[src/hw/rtl/sgc_pkg.sv]
// ----------------------------------------------------------------------------
// sgc_pkg: shared types and constants for the sorting gate controller
// Field widths, command characters, status codes, register indexes and the
// structs passed between the ring, the gate sequencer and the top level.
// ----------------------------------------------------------------------------
package sgc_pkg;

    localparam int RING_SLOTS_DEF = 16;

    localparam int CMD_W     = 8;
    localparam int STAT_W    = 3;
    localparam int QCNT_W    = 4;
    localparam int TOTAL_W   = 32;
    localparam int CFG_W     = 16;
    localparam int TMR_W     = 16;
    localparam int CFG_IDX_W = 2;

    // register reset values
    localparam logic [CFG_W-1:0] DELAY_RST   = CFG_W'(400);
    localparam logic [CFG_W-1:0] HOLD_RST    = CFG_W'(400);
    localparam logic [CFG_W-1:0] LOCKOUT_RST = CFG_W'(300);

    // register indexes
    localparam logic [CFG_IDX_W-1:0] CFG_DELAY   = CFG_IDX_W'(0);
    localparam logic [CFG_IDX_W-1:0] CFG_HOLD    = CFG_IDX_W'(1);
    localparam logic [CFG_IDX_W-1:0] CFG_LOCKOUT = CFG_IDX_W'(2);

    // command characters
    localparam logic [CMD_W-1:0] CH_CR  = 8'h0D;
    localparam logic [CMD_W-1:0] CH_LF  = 8'h0A;
    localparam logic [CMD_W-1:0] CH_UR  = 8'h52;  // 'R'
    localparam logic [CMD_W-1:0] CH_LR  = 8'h72;  // 'r'
    localparam logic [CMD_W-1:0] CH_UQ  = 8'h51;  // 'Q'
    localparam logic [CMD_W-1:0] CH_LQ  = 8'h71;  // 'q'
    localparam logic [CMD_W-1:0] CH_ONE = 8'h31;  // '1' good verdict
    localparam logic [CMD_W-1:0] CH_TWO = 8'h32;  // '2' bad verdict

    typedef enum logic [STAT_W-1:0] {
        ST_NONE    = 3'd0,
        ST_GOOD_Q  = 3'd1,
        ST_BAD_Q   = 3'd2,
        ST_FULL    = 3'd3,
        ST_RESET   = 3'd4,
        ST_QUERY   = 3'd5,
        ST_UNKNOWN = 3'd6
    } cmd_status_t;

    // ring status seen by the sequencer and the command decoder
    typedef struct packed {
        logic nonempty;
        logic full;
        logic head_bad;
    } ring_stat_t;

    // post-update view of the sequencer outputs
    typedef struct packed {
        logic [TOTAL_W-1:0] good_total;
        logic [TOTAL_W-1:0] bad_total;
        logic               gate_good;
        logic               gate_bad;
    } gate_view_t;

endpackage

[src/hw/rtl/sgc_ring.sv]
// ----------------------------------------------------------------------------
// sgc_ring: verdict ring
// One-bit verdict store with head/tail pointers, one slot always left empty.
// The head verdict is read into a register, with write bypass.
// ----------------------------------------------------------------------------
module sgc_ring
    import sgc_pkg::*;
#(
    parameter int RING_SLOTS = RING_SLOTS_DEF
)
(
    input  logic              clk,
    input  logic              rst_n,
    input  logic              push,
    input  logic              push_bad,
    input  logic              pop,
    input  logic              clr,
    output ring_stat_t        stat,
    output logic [QCNT_W-1:0] fill_next
);

    localparam int PTR_W = (RING_SLOTS > 1) ? $clog2(RING_SLOTS) : 1;
    localparam int CNT_W = PTR_W + 1;
    localparam int FW    = (CNT_W > QCNT_W) ? CNT_W : QCNT_W;
    localparam logic [PTR_W-1:0] LAST = PTR_W'(RING_SLOTS - 1);

    logic             mem [RING_SLOTS];
    logic [PTR_W-1:0] head_reg, head_next;
    logic [PTR_W-1:0] tail_reg, tail_next;
    logic             head_bad_reg;
    logic [FW-1:0]    fill_wide;

    function automatic logic [PTR_W-1:0] ptr_inc(input logic [PTR_W-1:0] p);
        ptr_inc = (p == LAST) ? '0 : p + PTR_W'(1);
    endfunction

    always_comb
    begin
        head_next = head_reg;
        tail_next = tail_reg;
        if (clr)
        begin
            head_next = '0;
            tail_next = '0;
        end
        else
        begin
            if (pop)
                head_next = ptr_inc(head_reg);
            if (push)
                tail_next = ptr_inc(tail_reg);
        end
    end

    assign fill_wide = FW'(tail_next)
                     + ((tail_next < head_next) ? FW'(RING_SLOTS) : '0)
                     - FW'(head_next);
    assign fill_next = fill_wide[QCNT_W-1:0];

    assign stat.nonempty = (head_reg != tail_reg);
    assign stat.full     = (ptr_inc(tail_reg) == head_reg);
    assign stat.head_bad = head_bad_reg;

    always_ff @(posedge clk or negedge rst_n)
    begin
        if (!rst_n)
        begin
            head_reg <= '0;
            tail_reg <= '0;
        end
        else
        begin
            head_reg <= head_next;
            tail_reg <= tail_next;
        end
    end

    // storage and registered head read
    always_ff @(posedge clk)
    begin
        if (push)
            mem[tail_reg] <= push_bad;
        if (push && (tail_reg == head_next))
            head_bad_reg <= push_bad;
        else
            head_bad_reg <= mem[head_next];
    end

endmodule

[src/hw/rtl/sgc_gate.sv]
// ----------------------------------------------------------------------------
// sgc_gate: gate sequencer
// Tick timers, sensor edge trigger with lockout, delay/open/hold/close phase
// machine, servo states and diverted-item totals.
// ----------------------------------------------------------------------------
module sgc_gate
    import sgc_pkg::*;
(
    input  logic             clk,
    input  logic             rst_n,
    input  logic             tick,
    input  logic             clr,
    input  logic             good_level,
    input  logic             bad_level,
    input  logic [CFG_W-1:0] delay_ms,
    input  logic [CFG_W-1:0] hold_ms,
    input  logic [CFG_W-1:0] lockout_ms,
    input  ring_stat_t       ring_stat,
    output logic             pop,
    output gate_view_t       view_next
);

    typedef enum logic [2:0] {
        PH_IDLE,
        PH_DELAY,
        PH_OPEN,
        PH_HOLD,
        PH_CLOSE
    } phase_t;

    typedef enum logic [1:0] {
        AV_NONE,
        AV_GOOD,
        AV_BAD
    } verdict_t;

    phase_t             phase_reg, phase_next;
    verdict_t           av_reg, av_next;
    logic [TMR_W-1:0]   pt_reg, pt_next;
    logic [TMR_W-1:0]   glt_reg, glt_next;
    logic [TMR_W-1:0]   blt_reg, blt_next;
    logic               gprev_reg, gprev_next;
    logic               bprev_reg, bprev_next;
    logic [TOTAL_W-1:0] gcnt_reg, gcnt_next;
    logic [TOTAL_W-1:0] bcnt_reg, bcnt_next;
    logic               ggate_reg, ggate_next;
    logic               bgate_reg, bgate_next;
    logic               trig;

    function automatic logic [TMR_W-1:0] sat_inc(input logic [TMR_W-1:0] t);
        sat_inc = (&t) ? t : t + TMR_W'(1);
    endfunction

    always_comb
    begin
        phase_next = phase_reg;
        av_next    = av_reg;
        pt_next    = pt_reg;
        glt_next   = glt_reg;
        blt_next   = blt_reg;
        gprev_next = gprev_reg;
        bprev_next = bprev_reg;
        gcnt_next  = gcnt_reg;
        bcnt_next  = bcnt_reg;
        ggate_next = ggate_reg;
        bgate_next = bgate_reg;
        pop        = 1'b0;
        trig       = 1'b0;

        if (clr)
        begin
            phase_next = PH_IDLE;
            av_next    = AV_NONE;
            pt_next    = '0;
            glt_next   = '0;
            blt_next   = '0;
            gprev_next = good_level;
            bprev_next = bad_level;
            gcnt_next  = '0;
            bcnt_next  = '0;
            ggate_next = 1'b0;
            bgate_next = 1'b0;
        end
        else if (tick)
        begin
            pt_next  = sat_inc(pt_reg);
            glt_next = sat_inc(glt_reg);
            blt_next = sat_inc(blt_reg);

            // falling edge on the head verdict's sensor, past its lockout
            if ((phase_reg == PH_IDLE) && ring_stat.nonempty)
            begin
                if (!ring_stat.head_bad)
                begin
                    if (gprev_reg && !good_level && (glt_next > lockout_ms))
                    begin
                        glt_next = '0;
                        trig     = 1'b1;
                    end
                end
                else
                begin
                    if (bprev_reg && !bad_level && (blt_next > lockout_ms))
                    begin
                        blt_next = '0;
                        trig     = 1'b1;
                    end
                end
            end
            if (trig)
            begin
                av_next    = ring_stat.head_bad ? AV_BAD : AV_GOOD;
                pop        = 1'b1;
                pt_next    = '0;
                phase_next = PH_DELAY;
            end
            gprev_next = good_level;
            bprev_next = bad_level;

            case (phase_next)
                PH_DELAY:
                begin
                    if (pt_next > delay_ms)
                        phase_next = PH_OPEN;
                end
                PH_OPEN:
                begin
                    if (av_next == AV_GOOD)
                        ggate_next = 1'b1;
                    else if (av_next == AV_BAD)
                        bgate_next = 1'b1;
                    pt_next    = '0;
                    phase_next = PH_HOLD;
                end
                PH_HOLD:
                begin
                    if (pt_next > hold_ms)
                        phase_next = PH_CLOSE;
                end
                PH_CLOSE:
                begin
                    if (av_next == AV_GOOD)
                    begin
                        ggate_next = 1'b0;
                        gcnt_next  = gcnt_reg + TOTAL_W'(1);
                    end
                    else if (av_next == AV_BAD)
                    begin
                        bgate_next = 1'b0;
                        bcnt_next  = bcnt_reg + TOTAL_W'(1);
                    end
                    av_next    = AV_NONE;
                    phase_next = PH_IDLE;
                end
                default:
                begin
                    phase_next = phase_next;
                end
            endcase
        end
    end

    assign view_next.good_total = gcnt_next;
    assign view_next.bad_total  = bcnt_next;
    assign view_next.gate_good  = ggate_next;
    assign view_next.gate_bad   = bgate_next;

    always_ff @(posedge clk or negedge rst_n)
    begin
        if (!rst_n)
        begin
            phase_reg <= PH_IDLE;
            av_reg    <= AV_NONE;
            pt_reg    <= '0;
            glt_reg   <= '0;
            blt_reg   <= '0;
            gprev_reg <= 1'b1;
            bprev_reg <= 1'b1;
            gcnt_reg  <= '0;
            bcnt_reg  <= '0;
            ggate_reg <= 1'b0;
            bgate_reg <= 1'b0;
        end
        else
        begin
            phase_reg <= phase_next;
            av_reg    <= av_next;
            pt_reg    <= pt_next;
            glt_reg   <= glt_next;
            blt_reg   <= blt_next;
            gprev_reg <= gprev_next;
            bprev_reg <= bprev_next;
            gcnt_reg  <= gcnt_next;
            bcnt_reg  <= bcnt_next;
            ggate_reg <= ggate_next;
            bgate_reg <= bgate_next;
        end
    end

endmodule

[src/hw/rtl/two_way_sorting_gate_controller.sv]
// ----------------------------------------------------------------------------
// two_way_sorting_gate_controller: top level
// Input register, command decode, config registers and result register
// around the verdict ring and the gate sequencer.
// ----------------------------------------------------------------------------
// Each input transfer is either a millisecond tick carrying both beam sensor
// levels (req_type 0) or a received command byte (req_type 1), and yields
// exactly one result transfer with the command status plus the totals, queue
// fill and servo states after that item. The block takes one item per clock
// when the result side keeps up; each item passes the input register, then
// the result register, and the whole state update for an item sits between
// them, so the next item always sees the state the previous one left. The
// result register decouples the sides: a new item is taken while a finished
// result waits, and the input stalls only while both registers are full.
// Config registers (delay_ms, hold_ms, lockout_ms) are written through the
// cfg channel, always ready, and must only change while no item is in
// flight. There is no clearing pass after reset.
// ----------------------------------------------------------------------------
module two_way_sorting_gate_controller
    import sgc_pkg::*;
#(
    parameter int RING_SLOTS = RING_SLOTS_DEF
)
(
    input  logic                 clk,
    input  logic                 rst_n,

    // item input channel
    input  logic                 in_valid,
    output logic                 in_ready,
    input  logic                 req_type,
    input  logic [CMD_W-1:0]     cmd_byte,
    input  logic                 sensor_good_level,
    input  logic                 sensor_bad_level,

    // result channel
    output logic                 out_valid,
    input  logic                 out_ready,
    output logic [STAT_W-1:0]    cmd_status,
    output logic [TOTAL_W-1:0]   good_total,
    output logic [TOTAL_W-1:0]   bad_total,
    output logic [QCNT_W-1:0]    queued_items,
    output logic                 gate_good_open,
    output logic                 gate_bad_open,

    // config write channel
    input  logic                 cfg_valid,
    output logic                 cfg_ready,
    input  logic [CFG_IDX_W-1:0] cfg_index,
    input  logic [CFG_W-1:0]     cfg_data
);

    // input stage
    logic               s1_valid_reg;
    logic               s1_type_reg;
    logic [CMD_W-1:0]   s1_cmd_reg;
    logic               s1_good_reg;
    logic               s1_bad_reg;

    // result stage
    logic               out_valid_reg;
    cmd_status_t        status_reg;
    gate_view_t         view_reg;
    logic [QCNT_W-1:0]  fill_reg;

    // config
    logic [CFG_W-1:0]   delay_reg;
    logic [CFG_W-1:0]   hold_reg;
    logic [CFG_W-1:0]   lockout_reg;

    logic               advance;
    logic               s1_fire;
    logic               in_xfer;
    logic               tick;
    logic               clr;
    logic               push;
    logic               push_bad;
    cmd_status_t        status_next;
    ring_stat_t         ring_stat;
    logic               pop;
    gate_view_t         view_next;
    logic [QCNT_W-1:0]  fill_next;

    // handshake: the item in the input stage retires into the result
    // register whenever that register is free or being drained this cycle
    assign advance  = !out_valid_reg || out_ready;
    assign s1_fire  = s1_valid_reg && advance;
    assign in_ready = !s1_valid_reg || advance;
    assign in_xfer  = in_valid && in_ready;

    assign cfg_ready = 1'b1;

    always_ff @(posedge clk or negedge rst_n)
    begin
        if (!rst_n)
        begin
            delay_reg   <= DELAY_RST;
            hold_reg    <= HOLD_RST;
            lockout_reg <= LOCKOUT_RST;
        end
        else if (cfg_valid)
        begin
            case (cfg_index)
                CFG_DELAY:   delay_reg   <= cfg_data;
                CFG_HOLD:    hold_reg    <= cfg_data;
                CFG_LOCKOUT: lockout_reg <= cfg_data;
                default:     ;  // index past the register list: dropped
            endcase
        end
    end

    // command decode; a tick only drives the sequencer
    always_comb
    begin
        status_next = ST_NONE;
        tick        = 1'b0;
        clr         = 1'b0;
        push        = 1'b0;
        push_bad    = 1'b0;
        if (s1_fire)
        begin
            if (!s1_type_reg)
                tick = 1'b1;
            else
            begin
                case (s1_cmd_reg) inside
                    CH_CR, CH_LF:
                        status_next = ST_NONE;
                    CH_UR, CH_LR:
                    begin
                        clr         = 1'b1;
                        status_next = ST_RESET;
                    end
                    CH_UQ, CH_LQ:
                        status_next = ST_QUERY;
                    CH_ONE, CH_TWO:
                    begin
                        push_bad = (s1_cmd_reg == CH_TWO);
                        if (ring_stat.full)
                            status_next = ST_FULL;
                        else
                        begin
                            push        = 1'b1;
                            status_next = push_bad ? ST_BAD_Q : ST_GOOD_Q;
                        end
                    end
                    default:
                        status_next = ST_UNKNOWN;
                endcase
            end
        end
    end

    sgc_ring #(
        .RING_SLOTS (RING_SLOTS)
    ) u_ring (
        .clk       (clk),
        .rst_n     (rst_n),
        .push      (push),
        .push_bad  (push_bad),
        .pop       (pop),
        .clr       (clr),
        .stat      (ring_stat),
        .fill_next (fill_next)
    );

    sgc_gate u_gate (
        .clk        (clk),
        .rst_n      (rst_n),
        .tick       (tick),
        .clr        (clr),
        .good_level (s1_good_reg),
        .bad_level  (s1_bad_reg),
        .delay_ms   (delay_reg),
        .hold_ms    (hold_reg),
        .lockout_ms (lockout_reg),
        .ring_stat  (ring_stat),
        .pop        (pop),
        .view_next  (view_next)
    );

    // valid bits
    always_ff @(posedge clk or negedge rst_n)
    begin
        if (!rst_n)
        begin
            s1_valid_reg  <= 1'b0;
            out_valid_reg <= 1'b0;
        end
        else
        begin
            if (in_xfer)
                s1_valid_reg <= 1'b1;
            else if (s1_fire)
                s1_valid_reg <= 1'b0;

            if (s1_fire)
                out_valid_reg <= 1'b1;
            else if (out_ready)
                out_valid_reg <= 1'b0;
        end
    end

    // payload registers
    always_ff @(posedge clk)
    begin
        if (in_xfer)
        begin
            s1_type_reg <= req_type;
            s1_cmd_reg  <= cmd_byte;
            s1_good_reg <= sensor_good_level;
            s1_bad_reg  <= sensor_bad_level;
        end
        if (s1_fire)
        begin
            status_reg <= status_next;
            view_reg   <= view_next;
            fill_reg   <= fill_next;
        end
    end

    assign out_valid      = out_valid_reg;
    assign cmd_status     = status_reg;
    assign good_total     = view_reg.good_total;
    assign bad_total      = view_reg.bad_total;
    assign queued_items   = fill_reg;
    assign gate_good_open = view_reg.gate_good;
    assign gate_bad_open  = view_reg.gate_bad;

endmodule

[config.mk]
export PLATFORM = sky130hd
export DESIGN_NAME = two_way_sorting_gate_controller
export DESIGN_NICKNAME = d
export VERILOG_FILES = /design/src/hw/rtl/sgc_pkg.sv /design/src/hw/rtl/sgc_ring.sv /design/src/hw/rtl/sgc_gate.sv /design/src/hw/rtl/two_way_sorting_gate_controller.sv
export SDC_FILE = /design/constraint.sdc
export NUM_CORES = 1
export LEC_CHECK = 0
export BUFFER_PORTS_ARGS = -buffer_cell sky130_fd_sc_hd__buf_2
export CAP_MARGIN = 20
export CORE_MARGIN = 3
export CORE_UTILIZATION = 61
export CTS_CLUSTER_DIAMETER = 100
export DETAILED_ROUTE_END_ITERATION = 16
export PLACE_DENSITY = 0.81
export SLEW_MARGIN = 20
export SYNTH_ARGS = -nofsm -noshare
export SYNTH_HDL_FRONTEND = slang
export SYNTH_HIERARCHICAL = 1
export SYNTH_SLANG_ARGS = --single-unit
[constraint.sdc]
create_clock -name clk -period 7.4 [get_ports clk]
set_input_delay 1.85 -clock clk [delete_from_list [all_inputs] [get_ports clk]]
set_output_delay 1.85 -clock clk [all_outputs]
set_load 0.03 [all_outputs]
==> out/results.tsv <==
metric	value	unit
Max-Cap Viols	0	
vias per cell	6.05	
count of final hold-check violations	0	
most common cell after layout, fill and taps aside	dfrtp_1	
Final Skew	13.3	ps
Longest Clk Path Bufs	3	
Final ANT Viol Nets	0	
die width	161	um
Post-CTS Setup Repair Bufs	0	
CTS tree	yes	
DRC	0	
Mapped Cells	1337	
R2R cell count	20	
Post-synth EDFFs	100	
final net count	1549	
CTS Buf Count	29	
met2 WL	15800	um
grt ovf	0	
Net Count, Synth	1449	
hold_buf cts	0	
global-route wire length before repair	52600	um
Die ar.	0.0259	sq mm
# diodes	0	
Initial Utilization	0.622	
largest family of logic cells by synthesized area	simple AND/OR/NAND/NOR gates	
placed inst area	0.0154	sq mm
CP Class	flop to flop	
Placer Congestion	0.928	
synth unique cells	81	
GRT Overall Usage	0.248	
# rows	56	
clock root buffer	clkbuf_16	
Worst Hold Class	flop to flop	
initial antenna violation count	0	
WHS Path Cells	2	
most frequent cells in the layout	167 x dfrtp_1, 107 x buf_2, 105 x nor2_1	
CP Max Fanout	18	
power per cell area	240	mW/mm^2
status	completed	
cell area after synthesis	0.0146	sq mm
Arr. time, crit path	6830	ps
Top FF cell, synth	dfrtp_1	
fin crit period	6430	ps
met3 wire length	1830	um
drt wl/cell	18.3	um
Max-slew headroom	0.262	
VDD IR-drop max	0.000246	V
# port buffers	108	
fraction of layout instances using a drive strength above 1	0.186	
simple-gate share of the synthesized area	0.168	
WP data required	7800	ps
Post-Synth XOR/XNOR Area	0.0455	
highest clock rate	156	MHz
multiplexer area fraction after synthesis	0.0582	
Pre-Repair DR Iteration Count	5	
Total Wirelength	32600	um
area fraction of the dominant cell type after synthesis	0.286	
Least-Margin Pin Slew	1110	ps
Post-CTS Resized	0	
Setup-failing EPs final	0	
Worst-Skew Late Latency	540	ps
crit start category	flop	
Yosys reg bits	283	
routed length on met1	14100	um
fin crit share	0.869	
Ys Warns	6	
Async SR Flop Fraction	0.633	
core area	0.0235	sq mm
largest net degree at the start of global routing	118	
vias in the first global route	10500	
H-tree depth	1	
LEAKAGE	7.35	nW
Adder-Cell Fraction of Synth Area	0.0672	
P&R area growth vs syn	12.0	%
RSZ-0062 raised after global routing	no	
via count	10800	
Sink Count	283	
Top Metal Used	met4	
final slew viol count	0	
fin area	0.0164	sq mm
Synth area leader	dfrtp_1	
Die Y-Extent	161	um
initial DRC count	919	
synthesized area per cell	10.9	sq um
placed wire-length estimate	22300	um
sequential share of the synthesized area	0.518	
TNS Setup	0	ps
I/O pins	110	
clk slew on worst S/H paths	60	ps
Synth Area in Compound Gates	0.104	
CP Capture Type	flop	
Area contributors post-synth	dfrtp_1 29%, edfxtp_1 21%, ha_1 6.6%	
power by group:
group	leakage [nW]	internal [W]	switching [W]
registers	3.31	0.00176	0.0000926
clock network	0.469	0.000898	0.000580
logic	3.57	0.000237	0.000367
total	7.35	0.00289	0.00104
cells by family after synthesis:
logic type,Yosys count
mux,71
other cells,1
fa+ha+maj,78
buf+inv,134
compound gates,227
flops,283
xor+xnor,76
simple gates,467
path summary, 6_finish.rpt:
path | from | slack, ps | endpoint
worst min register to register | u_gate/bprev_reg | 460 | u_gate/bprev_reg
worst max-delay path | u_gate/glt_reg[3] | 970 | u_gate/phase_reg[2]
min in group asynchronous | rst_n | 1420 | u_gate/gcnt_reg[7]
worst min-delay path | u_gate/bprev_reg | 460 | u_gate/bprev_reg
max in group asynchronous | rst_n | 4570 | u_ring/tail_reg[0]
worst max register to register | u_gate/glt_reg[3] | 970 | u_gate/phase_reg[2]
cell type report:
| class | instances | area [sq um] |
|---|---|---|
| flip-flops and latches | 283 | 7580 |
| fillers | 1717 | 7160 |
| multi-input cells | 920 | 6500 |
| clock buffers | 41 | 811 |
| repair buffers | 116 | 609 |
| well taps | 319 | 399 |
| inverters | 87 | 327 |
| clock inverters | 12 | 161 |
worst max-delay path: stages, from the launching register on:
cell,delay [ps]
dfrtp_1,470
nand3_1,140
nor4_1,480
and3_1,350
a21oi_1,210
and4_1,290
xor2_1,160
ha_1,280
nand4_1,100
or4_1,510
a21o_1,200
a31oi_2,540
a21o_1,560
nor3_1,200
ha_1,340
nand4_1,150
or2_2,330
a311o_1,280
o211ai_1,140
a41oi_1,150
a2111oi_0,400
Yosys cell counts, types with 17 or more instances:
library cell and instances:
dfrtp_1 167, nor2_1 107, edfxtp_1 100, nand2_1 92, inv_1 87, ha_1 77, a21oi_1 68, nand3_1 62
mux2_2 57, xor2_1 44, nand4_1 39, o21ai_0 38, xnor2_1 32, a22o_1 28, clkbuf_1 28, and3_1 22
a21o_1 19, and2_1 19, nor4_1 17
per-stage QoR:
| step | power, W | setup slack, ps | instances | utilization | hold slack [ps] |
|---|---|---|---|---|---|
| after floorplan | 0.00228 | 1950 | 1337 | - | 431 |
| after global placement | 0.00244 | 1270 | 1723 | 0.654 | 439 |
| after detailed placement | 0.00247 | 1080 | 1723 | 0.654 | 448 |
| final | 0.00393 | 970 | 1778 | 0.696 | 459 |
| after global routing | 0.00411 | 542 | 1778 | 0.696 | 481 |
| after CTS | 0.00396 | 1070 | 1776 | 0.695 | 457 |
routing by layer:
layer	global-route usage	up-vias
met3	0.0307	58
met1	0.336	5292
met5	0	-
met4	0.0712	0
met2	0.426	357
li1	-	5048
Note: power is estimated with default switching activity, not from simulation.
